[src/sv/sha_pkg.sv]
`timescale 1ns / 1ps
// ----------------------------------------------------------------------------
// SHA-256 shared definitions
// Word types, initial hash values and the round constant table.
// ----------------------------------------------------------------------------
package sha_pkg;

  typedef logic [31:0] word_t;
  typedef word_t [7:0] hash_t;
  typedef logic [511:0] block_t;

  localparam int unsigned RoundCount = 64;
  localparam int unsigned RndW = $clog2(RoundCount);

  localparam hash_t InitHash = {
    32'h5be0cd19, 32'h1f83d9ab, 32'h9b05688c, 32'h510e527f,
    32'ha54ff53a, 32'h3c6ef372, 32'hbb67ae85, 32'h6a09e667
  };

  localparam logic [7:0] PadMarker = 8'h80;

  function automatic word_t round_k(input logic [RndW-1:0] r);
    word_t k;
    unique case (r)
      6'd0:  k = 32'h428a2f98;  6'd1:  k = 32'h71374491;
      6'd2:  k = 32'hb5c0fbcf;  6'd3:  k = 32'he9b5dba5;
      6'd4:  k = 32'h3956c25b;  6'd5:  k = 32'h59f111f1;
      6'd6:  k = 32'h923f82a4;  6'd7:  k = 32'hab1c5ed5;
      6'd8:  k = 32'hd807aa98;  6'd9:  k = 32'h12835b01;
      6'd10: k = 32'h243185be;  6'd11: k = 32'h550c7dc3;
      6'd12: k = 32'h72be5d74;  6'd13: k = 32'h80deb1fe;
      6'd14: k = 32'h9bdc06a7;  6'd15: k = 32'hc19bf174;
      6'd16: k = 32'he49b69c1;  6'd17: k = 32'hefbe4786;
      6'd18: k = 32'h0fc19dc6;  6'd19: k = 32'h240ca1cc;
      6'd20: k = 32'h2de92c6f;  6'd21: k = 32'h4a7484aa;
      6'd22: k = 32'h5cb0a9dc;  6'd23: k = 32'h76f988da;
      6'd24: k = 32'h983e5152;  6'd25: k = 32'ha831c66d;
      6'd26: k = 32'hb00327c8;  6'd27: k = 32'hbf597fc7;
      6'd28: k = 32'hc6e00bf3;  6'd29: k = 32'hd5a79147;
      6'd30: k = 32'h06ca6351;  6'd31: k = 32'h14292967;
      6'd32: k = 32'h27b70a85;  6'd33: k = 32'h2e1b2138;
      6'd34: k = 32'h4d2c6dfc;  6'd35: k = 32'h53380d13;
      6'd36: k = 32'h650a7354;  6'd37: k = 32'h766a0abb;
      6'd38: k = 32'h81c2c92e;  6'd39: k = 32'h92722c85;
      6'd40: k = 32'ha2bfe8a1;  6'd41: k = 32'ha81a664b;
      6'd42: k = 32'hc24b8b70;  6'd43: k = 32'hc76c51a3;
      6'd44: k = 32'hd192e819;  6'd45: k = 32'hd6990624;
      6'd46: k = 32'hf40e3585;  6'd47: k = 32'h106aa070;
      6'd48: k = 32'h19a4c116;  6'd49: k = 32'h1e376c08;
      6'd50: k = 32'h2748774c;  6'd51: k = 32'h34b0bcb5;
      6'd52: k = 32'h391c0cb3;  6'd53: k = 32'h4ed8aa4a;
      6'd54: k = 32'h5b9cca4f;  6'd55: k = 32'h682e6ff3;
      6'd56: k = 32'h748f82ee;  6'd57: k = 32'h78a5636f;
      6'd58: k = 32'h84c87814;  6'd59: k = 32'h8cc70208;
      6'd60: k = 32'h90befffa;  6'd61: k = 32'ha4506ceb;
      6'd62: k = 32'hbef9a3f7;  6'd63: k = 32'hc67178f2;
      default: k = '0;
    endcase
    return k;
  endfunction

endpackage

[src/sv/sha_round.sv]
`timescale 1ns / 1ps
// ----------------------------------------------------------------------------
// SHA-256 round unit
// One compression round on the working variables and the next schedule word.
// ----------------------------------------------------------------------------
module sha_round import sha_pkg::*; (
  input  hash_t  vars_i,
  input  block_t msg_i,
  input  word_t  k_i,
  output hash_t  vars_o,
  output word_t  w_new_o
);

  word_t w0, w1, w9, w14;
  word_t s0, s1, big_s0, big_s1, ch, maj, t1, t2;

  // Word 0 of the schedule window sits in the top 32 bits.
  assign w0  = msg_i[511:480];
  assign w1  = msg_i[479:448];
  assign w9  = msg_i[223:192];
  assign w14 = msg_i[63:32];

  assign s0 = {w1[6:0], w1[31:7]} ^ {w1[17:0], w1[31:18]} ^ {3'b000, w1[31:3]};
  assign s1 = {w14[16:0], w14[31:17]} ^ {w14[18:0], w14[31:19]}
            ^ {10'b0, w14[31:10]};
  assign w_new_o = w0 + s0 + w9 + s1;

  assign big_s1 = {vars_i[4][5:0], vars_i[4][31:6]} ^ {vars_i[4][10:0], vars_i[4][31:11]}
                ^ {vars_i[4][24:0], vars_i[4][31:25]};
  assign ch     = (vars_i[4] & vars_i[5]) ^ (~vars_i[4] & vars_i[6]);
  assign big_s0 = {vars_i[0][1:0], vars_i[0][31:2]} ^ {vars_i[0][12:0], vars_i[0][31:13]}
                ^ {vars_i[0][21:0], vars_i[0][31:22]};
  assign maj    = (vars_i[0] & vars_i[1]) ^ (vars_i[0] & vars_i[2])
                ^ (vars_i[1] & vars_i[2]);
  assign t1     = vars_i[7] + big_s1 + ch + k_i + w0;
  assign t2     = big_s0 + maj;

  assign vars_o[7] = vars_i[6];
  assign vars_o[6] = vars_i[5];
  assign vars_o[5] = vars_i[4];
  assign vars_o[4] = vars_i[3] + t1;
  assign vars_o[3] = vars_i[2];
  assign vars_o[2] = vars_i[1];
  assign vars_o[1] = vars_i[0];
  assign vars_o[0] = t1 + t2;

endmodule

[src/sv/sha256_hasher.sv]
`timescale 1ns / 1ps
// Message bytes are taken one per cycle while in_ready is high; a filled 64-byte
// block then runs 64 rounds of the shared round unit and folds into the hash.
// At the end of a message padding runs one byte per cycle between up to two
// compressions; the eight digest words leave one per cycle while out_ready holds.
// Synchronous active-low reset loads the initial hash and clears all counters.
// ----------------------------------------------------------------------------
// SHA-256 streaming hasher
// Byte-wide message input, block padding and eight-word digest output.
// ----------------------------------------------------------------------------
module sha256_hasher import sha_pkg::*; (
  input  logic        clk,
  input  logic        rst_n,
  input  logic        in_valid,
  output logic        in_ready,
  input  logic [7:0]  in_data_byte,
  input  logic        in_byte_present,
  input  logic        in_is_last,
  output logic        out_valid,
  input  logic        out_ready,
  output logic [31:0] out_digest_word,
  output logic [2:0]  out_word_index,
  output logic        out_last_word
);

  localparam logic [2:0] S_IDLE  = 3'd0;
  localparam logic [2:0] S_ROUND = 3'd1;
  localparam logic [2:0] S_ADD   = 3'd2;
  localparam logic [2:0] S_PADM  = 3'd3;
  localparam logic [2:0] S_PADZ  = 3'd4;
  localparam logic [2:0] S_PADL  = 3'd5;
  localparam logic [2:0] S_OUT   = 3'd6;

  localparam logic [5:0] LenPos  = 6'd56;
  localparam logic [5:0] LastPos = 6'd63;

  logic [2:0]      state_r, state_nxt, ret_r, ret_nxt;
  logic [5:0]      pos_r, pos_nxt;
  logic [63:0]     bitlen_r, bitlen_nxt;
  logic [RndW-1:0] rnd_r, rnd_nxt;
  logic [2:0]      oidx_r, oidx_nxt;
  hash_t           chain_r, chain_nxt, vars_r, vars_nxt, round_vars;
  block_t          msg_r, msg_nxt;
  word_t           w_new;
  logic            push_en;
  logic [7:0]      push_byte;

  sha_round u_round (
    .vars_i  (vars_r),
    .msg_i   (msg_r),
    .k_i     (round_k(rnd_r)),
    .vars_o  (round_vars),
    .w_new_o (w_new)
  );

  always_comb begin
    state_nxt  = state_r;
    ret_nxt    = ret_r;
    pos_nxt    = pos_r;
    bitlen_nxt = bitlen_r;
    rnd_nxt    = rnd_r;
    oidx_nxt   = oidx_r;
    chain_nxt  = chain_r;
    vars_nxt   = vars_r;
    msg_nxt    = msg_r;
    push_en    = 1'b0;
    push_byte  = '0;
    unique case (state_r)
      S_IDLE: begin
        if (in_valid) begin
          if (in_byte_present) begin
            push_en    = 1'b1;
            push_byte  = in_data_byte;
            bitlen_nxt = bitlen_r + 64'd8;
          end
          ret_nxt   = in_is_last ? S_PADM : S_IDLE;
          state_nxt = in_is_last ? S_PADM : S_IDLE;
        end
      end
      S_ROUND: begin
        vars_nxt = round_vars;
        msg_nxt  = {msg_r[479:0], w_new};
        rnd_nxt  = rnd_r + 1'b1;
        if (rnd_r == RndW'(RoundCount - 1)) begin
          state_nxt = S_ADD;
        end
      end
      S_ADD: begin
        for (int i = 0; i < 8; i++) begin
          chain_nxt[i] = chain_r[i] + vars_r[i];
        end
        state_nxt = ret_r;
      end
      S_PADM: begin
        push_en   = 1'b1;
        push_byte = PadMarker;
        ret_nxt   = S_PADZ;
        state_nxt = S_PADZ;
      end
      S_PADZ: begin
        if (pos_r == LenPos) begin
          state_nxt = S_PADL;
        end else begin
          push_en = 1'b1;
          ret_nxt = S_PADZ;
        end
      end
      S_PADL: begin
        push_en    = 1'b1;
        push_byte  = bitlen_r[63:56];
        bitlen_nxt = {bitlen_r[55:0], bitlen_r[63:56]};
        ret_nxt    = S_OUT;
      end
      S_OUT: begin
        if (out_ready) begin
          oidx_nxt = oidx_r + 1'b1;
          if (oidx_r == 3'd7) begin
            chain_nxt  = InitHash;
            bitlen_nxt = '0;
            state_nxt  = S_IDLE;
          end
        end
      end
      default: begin
        state_nxt = S_IDLE;
      end
    endcase

    if (push_en) begin
      msg_nxt = {msg_r[503:0], push_byte};
      pos_nxt = pos_r + 1'b1;
      if (pos_r == LastPos) begin
        state_nxt = S_ROUND;
        vars_nxt  = chain_r;
        rnd_nxt   = '0;
      end
    end
  end

  always_ff @(posedge clk) begin
    if (!rst_n) begin
      state_r  <= S_IDLE;
      ret_r    <= S_IDLE;
      pos_r    <= '0;
      bitlen_r <= '0;
      rnd_r    <= '0;
      oidx_r   <= '0;
      chain_r  <= InitHash;
    end else begin
      state_r  <= state_nxt;
      ret_r    <= ret_nxt;
      pos_r    <= pos_nxt;
      bitlen_r <= bitlen_nxt;
      rnd_r    <= rnd_nxt;
      oidx_r   <= oidx_nxt;
      chain_r  <= chain_nxt;
    end
  end

  always_ff @(posedge clk) begin
    vars_r <= vars_nxt;
    msg_r  <= msg_nxt;
  end

  assign in_ready        = (state_r == S_IDLE);
  assign out_valid       = (state_r == S_OUT);
  assign out_digest_word = chain_r[oidx_r];
  assign out_word_index  = oidx_r;
  assign out_last_word   = (oidx_r == 3'd7);

endmodule

[config.mk]
export PLATFORM = sky130hd
export DESIGN_NAME = sha256_hasher
export DESIGN_NICKNAME = d
export VERILOG_FILES = /design/src/sv/sha_pkg.sv /design/src/sv/sha_round.sv /design/src/sv/sha256_hasher.sv
export SDC_FILE = /design/constraint.sdc
export NUM_CORES = 2
export LEC_CHECK = 0
export BUFFER_PORTS_ARGS = -buffer_cell sky130_fd_sc_hd__clkbuf_2
export CAP_MARGIN = 20
export CELL_PAD_IN_SITES_DETAIL_PLACEMENT = 0
export CELL_PAD_IN_SITES_GLOBAL_PLACEMENT = 1
export CORE_MARGIN = 2
export CORE_UTILIZATION = 25
export DETAILED_ROUTE_END_ITERATION = 10
export PLACE_DENSITY = 0.45
export SLEW_MARGIN = 20
export SYNTH_ARGS = -nofsm -noshare
export SYNTH_HDL_FRONTEND = slang
export SYNTH_HIERARCHICAL = 1
export SYNTH_SLANG_ARGS = --single-unit
[constraint.sdc]
create_clock -name clk -period 25.9 [get_ports clk]
set_input_delay 6.475 -clock clk [delete_from_list [all_inputs] [get_ports clk]]
set_output_delay 6.475 -clock clk [all_outputs]
set_load 0.03 [all_outputs]
Word level (Yosys, flattened, before mapping)
Memory sizes are Yosys's and may differ from the RTL's. A register that Yosys moved wholly into a read port is not among the register bits.
Index checks and enable logic that the tools add are counted.
Widths: inputs -> output; s select.
{"block": "word_totals", "ram_bits": 0, "out_inout_bits": 38, "n_memories": 1, "in_bits": 14, "latch_bits": 0, "elab_cells": 127, "rom_bits": 2048, "register_bits": 1109}
{"block": "classes", "order_cmp": 1, "mux": 38, "addsub": 22, "reduce_logical": 10, "mul": 0, "shift": 0, "n_eq_ne": 15, "n_div": 0, "n_bitwise": 17}
{"name": "(no name shown)", "depth": 64, "width": 32, "rd": 1, "rd_clocked_by_memory_dff": 1, "wr": 0, "line": "sha_pkg.sv:24", "text": "unique case (r)"}
{"op": "$mux 256", "count": 5}
{"op": "$mux 512", "count": 2}
{"op": "$add 32x32->32", "count": 18}
{"op": "$pmux 256 s2", "count": 1}
{"op": "$xor 32x32->32", "count": 9}
{"op": "$mux 64", "count": 4}
{"op": "$pmux 64 s3", "count": 1}
{"op": "$and 32x32->32", "count": 5}
{"op": "$bmux 32 s3", "count": 1}
{"op": "$add 64x4->64 const B", "count": 1}
{"op": "$mux 32", "count": 1}
{"op": "$not 32->32", "count": 1}
{"op": "$xor 32x22->32", "count": 1}
{"op": "$xor 32x29->32", "count": 1}
{"op": "$mux 3", "count": 9}
{"op": "$mux 6", "count": 4}
{"op": "$pmux 8 s3", "count": 1}
{"op": "$pmux 3 s7", "count": 1}
{"op": "$eq 6x6->1 const B", "count": 3}
{"op": "$mux 8", "count": 2}
{"op": "$add 6x1->6 const B", "count": 2}
{"op": "$eq 3x3->1 const B", "count": 4}
{"op": "$pmux 3 s4", "count": 1}
{"op": "$eq 3x2->1 const B", "count": 2}
{"op": "other kinds (16)", "count": 23}

Logic depth before layout (Yosys ltp)
{"block": "logic_depth", "word_depth": 10, "mapped_depth": 31}

Modules after synthesis
Netlist, hierarchy kept.
{"module": "sha256_hasher", "n_inst": 1, "area_each_um2": 61955.7, "cells_each": 7436}
{"module": "sha_round", "n_inst": 1, "area_each_um2": 15215.8, "cells_each": 1857}

Worst setup path after synthesis
No wires, ideal clock.
{"block": "synth_path", "kind": "input port to flip-flop", "startpoint": "in in_valid", "endpoint": "reg msg_r[0], enable pin", "arrival_time_ns": 15.781, "n_path_buf": 3, "path_slack_ns": 6.487, "cell_stages": 6, "cell_sequence": "nand4b_1 and2_1 clkbuf_1 clkbuf_1 clkbuf_1 nand2_1"}
{"block": "synth_between", "elab_chain_cells": 3}
{"element": "from (decl)", "line": "sha256_hasher.sv:14", "text": "input logic in_valid,"}
{"element": "$mux 1", "line": "sha256_hasher.sv:70", "text": "if (in_valid) begin"}
{"element": "$pmux 1 s3", "line": "sha256_hasher.sv:68", "text": "unique case (state_r)"}
{"element": "$reduce_bool 2->1 (no line)"}
{"element": "to (signal assigned)", "line": "sha256_hasher.sv:162", "text": "msg_r <= msg_nxt;"}
{"element": "to (decl)", "line": "sha256_hasher.sv:43", "text": "block_t msg_r, msg_nxt;"}
No other way between the ends.
A chain may end at the register's enable or synchronous reset.

==> results.py <==
metrics = {
    "run_status": {
        "status": "finished clean",
    },
    "timing": {
        "hold_viol": 0,
        "finalMaxSlewViolations": 0,
        "final.setup.tns_ns": 0,
        "worst_pin_slew_ns": 1.15,
        "finalCritPeriodShare": 0.415,
        "slew_headroom": 0.221,
        "clock.fmax_mhz": 93.1,
        "finalCriticalPeriod_ns": 10.74,
        "grt_setup_unrepaired": "false",
        "fin_skew_ns": 0.0851,
        "setup_viol": 0,
    },
    "global_route": {
        "gr-total-overflow": 0,
        "antenna_found_initial": 11,
        "grt_pass1_vias": 64720,
        "grt_pass1_wl_um": 438000,
        "grt_max_degree": 207,
        "gr-usage-all-layers": 0.184,
    },
    "final_layout": {
        "area_delta_synth_final_pct": 10.9,
        "layout.nets": 9573,
        "drive_above_1_share": 0.0642,
    },
    "setup_path": {
        "crit_arrival_ns": 11.45,
        "r2r_cells": 28,
        "path_class": "primary input to register",
        "reg2reg_from": "msg_r[481]",
        "crit_required_ns": 26.61,
        "critPathTopFamily": "simple AND/OR/NAND/NOR gates",
        "crit_chain": "clkbuf_2, and3b_1, o21bai_1, a21o_4, and2_1, nand2_1, inv_2, ha_1, nor2_1, nand2_1, nand2_1, a22o_1, a221o_1, o21ai_0",
        "slowest_delay_ns": 0.81,
        "r2r_slack_ns": 17.62,
        "startpoint": "in_valid",
        "crit_path_frequent_cell": "nand2_1",
        "r2r_end": "vars_r[31]",
        "cp_max_fo": 48,
        "cp-end-kind": "register",
        "path_buf_inv": 2,
        "critPathLaunchType": "primary input",
        "crit_slowest_cell": "ha_1",
    },
    "cts": {
        "htreeDepth": 4,
        "insertion_delay_ns": 0.88,
        "clock-sinks": 1141,
        "clk_path_buf_depth": 4,
        "hold_buffers": 0,
        "clock-root-buffer": "clkbuf_16",
        "cts_tree": "done",
        "postCtsSetupBuffers": 0,
        "cts.clk_slew.worst_paths_ns": 0.06,
        "cts_resized": 0,
        "cts_buffers": 164,
    },
    "route": {
        "routed_wl_um": 298000,
        "wl_per_cell_um": 22.6,
        "dr.first_iter.drc_count": 4478,
        "vias_per_cell": 4.87,
        "first_pass_iters": 5,
        "antenna_left": 0,
        "route.detailed.drc": 0,
        "vias": 64190,
    },
    "hold_path": {
        "worstHoldPathCells": 2,
        "hp-class": "register to register",
        "holdCritStartpoint": "vars_r[186]",
        "holdPathEnd": "vars_r[218]",
    },
    "logic_synthesis": {
        "yosysWarnings": 6,
        "synthCells": 9293,
        "ys_seq_area_frac": 0.362,
        "synthFlopType": "dfxtp_1",
        "synthArstFlopShare": 0,
        "syn-cell-area_mm2": 0.0772,
        "ys_seq_elements": 1141,
        "syn_nets": 9897,
        "synth_edf_count": 512,
        "yosysUniqueCellTypes": 100,
        "synth_area_per_cell_um2": 8.30,
    },
    "place": {
        "gp_congestion": 0.922,
        "dpl.hpwl_um": 213000,
        "portBuffers": 51,
    },
    "floorplanning": {
        "die_width_um": 560,
        "die_h_um": 560,
        "fp.coreArea_mm2": 0.307,
        "rows": 203,
        "io_pins": 52,
        "die_area_mm2": 0.313,
        "initial_core_util": 0.252,
    },
    "job": {
        "maxCapViolCount": 0,
    },
}
cell usage after synthesis, types with 16 or more instances:
cell type / n / share of area
a221oi_1: 25 / 0.0028
mux4_2: 64 / 0.019
nor2_1: 690 / 0.034
edfxtp_1: 512 / 0.20
nand2_1: 2495 / 0.12
ha_1: 395 / 0.064
nand2b_1: 56 / 0.0045
a31oi_1: 298 / 0.024
buf_4: 193 / 0.019
fa_1: 195 / 0.051
o21bai_1: 39 / 0.0038
and4_1: 16 / 0.0018
a211oi_1: 47 / 0.0046
mux2_2: 43 / 0.0063
xnor2_1: 397 / 0.045
nand3_1: 123 / 0.0080
nand4_1: 49 / 0.0040
clkbuf_1: 409 / 0.020
and2_1: 20 / 0.0016
o31ai_1: 31 / 0.0030
o21a_1: 47 / 0.0046
a21o_1: 208 / 0.020
mux2i_1: 30 / 0.0039
a22oi_1: 84 / 0.0082
maj3_1: 21 / 0.0027
o21ai_1: 39 / 0.0025
and3_1: 44 / 0.0036
inv_1: 458 / 0.022
buf_1: 50 / 0.0024
o21ai_0: 313 / 0.020
o211ai_1: 38 / 0.0037
nor2b_1: 61 / 0.0049
xor2_1: 198 / 0.022
dfxtp_1: 629 / 0.16
a21oi_1: 480 / 0.031
or3_1: 22 / 0.0018
nor3_1: 79 / 0.0051
o22ai_1: 106 / 0.0086
cell families (layout without fill, tap and decap cells):
group	count (synthesis)	count (layout)	share of synthesized area
muxes	137	137	0.0288
adders and majority gates	611	611	0.117
xor gates and xnor gates	596	596	0.0678
other	0	3	0
buffers and inverters	1128	926	0.0644
DFF	1141	1141	0.362
AOI/OAI and AO/OA	1960	1960	0.163
and+or+nand+nor	3720	3720	0.196
registers in the layout, indices dropped and copies added (netlist names), named ones only:
signal          count
state_r             3
vars_r            256
chain_r           256
pos_r               6
bitlen_r           64
msg_r             512
out_word_index      3
rnd_r               6
ret_r               3
per-layer routing:
metal  track usage  part of all wire
met5             0          0.000044
met4        0.0533             0.030
met3        0.0191             0.036
met2         0.306              0.46
met1         0.252              0.47
stage by stage:
| step | std cells | cell area [um^2] | hold WS (ns) | worst slack, ns | utilization |
|---|---|---|---|---|---|
| global route | 13192 | 85600 | 0.464 | 14.94 | 0.279 |
| CTS | 13190 | 85600 | 0.422 | 15.28 | 0.279 |
| floorplan | 9293 | 77200 | 0.430 | 6.49 | - |
| finish | 13194 | 85600 | 0.451 | 15.16 | 0.279 |
| global placement | 12902 | 80500 | 0.451 | 14.48 | 0.262 |
| detailed placement | 12902 | 80500 | 0.454 | 14.37 | 0.263 |
worst register-to-register path: cells and delay by family, from the launching register on:
| family | cells | cell delay, ns |
|---|---|---|
| xor+xnor | 2 | 0.36 |
| flops | 1 | 0.38 |
| fa+ha+maj | 7 | 3.10 |
| buf+inv | 2 | 0.42 |
| compound gates | 12 | 2.71 |
| simple gates | 5 | 1.22 |
layout by cell type (no fill, tap or decap), types with 39 or more instances in the layout:
cell / n
mux2_2: 43
mux4_2: 64
xnor2_1: 394
o22ai_1: 106
dfxtp_1: 626
a31oi_1: 298
xor2_1: 196
a22oi_1: 84
ha_1: 395
o21ai_0: 313
a21oi_1: 479
a21o_1: 207
clkbuf_2: 50
nand2_1: 2487
nand2b_1: 54
o21a_1: 46
nor2_1: 686
nand4_1: 49
a211oi_1: 47
and3_1: 44
clkbuf_1: 40
nor3_1: 79
o21bai_1: 39
clkbuf_16: 165
nor2b_1: 61
edfxtp_1: 512
buf_4: 118
inv_1: 458
fa_1: 195
nand3_1: 123
layout make-up:
cell class	instances	area, um^2
multi-input cells	7024	44400
fillers	33022	221000
repair buffers	174	1250
well taps	4100	5130
flip-flops and latches	1141	28000
diodes	3	7.51
clock buffers	226	4570
inverters	464	1750
clock inverters	62	527
worst max-delay path by stage:
stage	end	slack, ns	cells after the start
3_5_place_dp	register	14.37	14
3_3_place_gp	register	14.48	14
4_1_cts	out_digest_word[31]	15.28	5
2_1_floorplan	msg_r[0]	6.49	6
5_1_grt	register	14.94	14
6_report	register	15.16	14
Power is left out: the tool's default activity adds up to more than one toggle a clock period on the data nets, which glitch-free logic cannot reach.
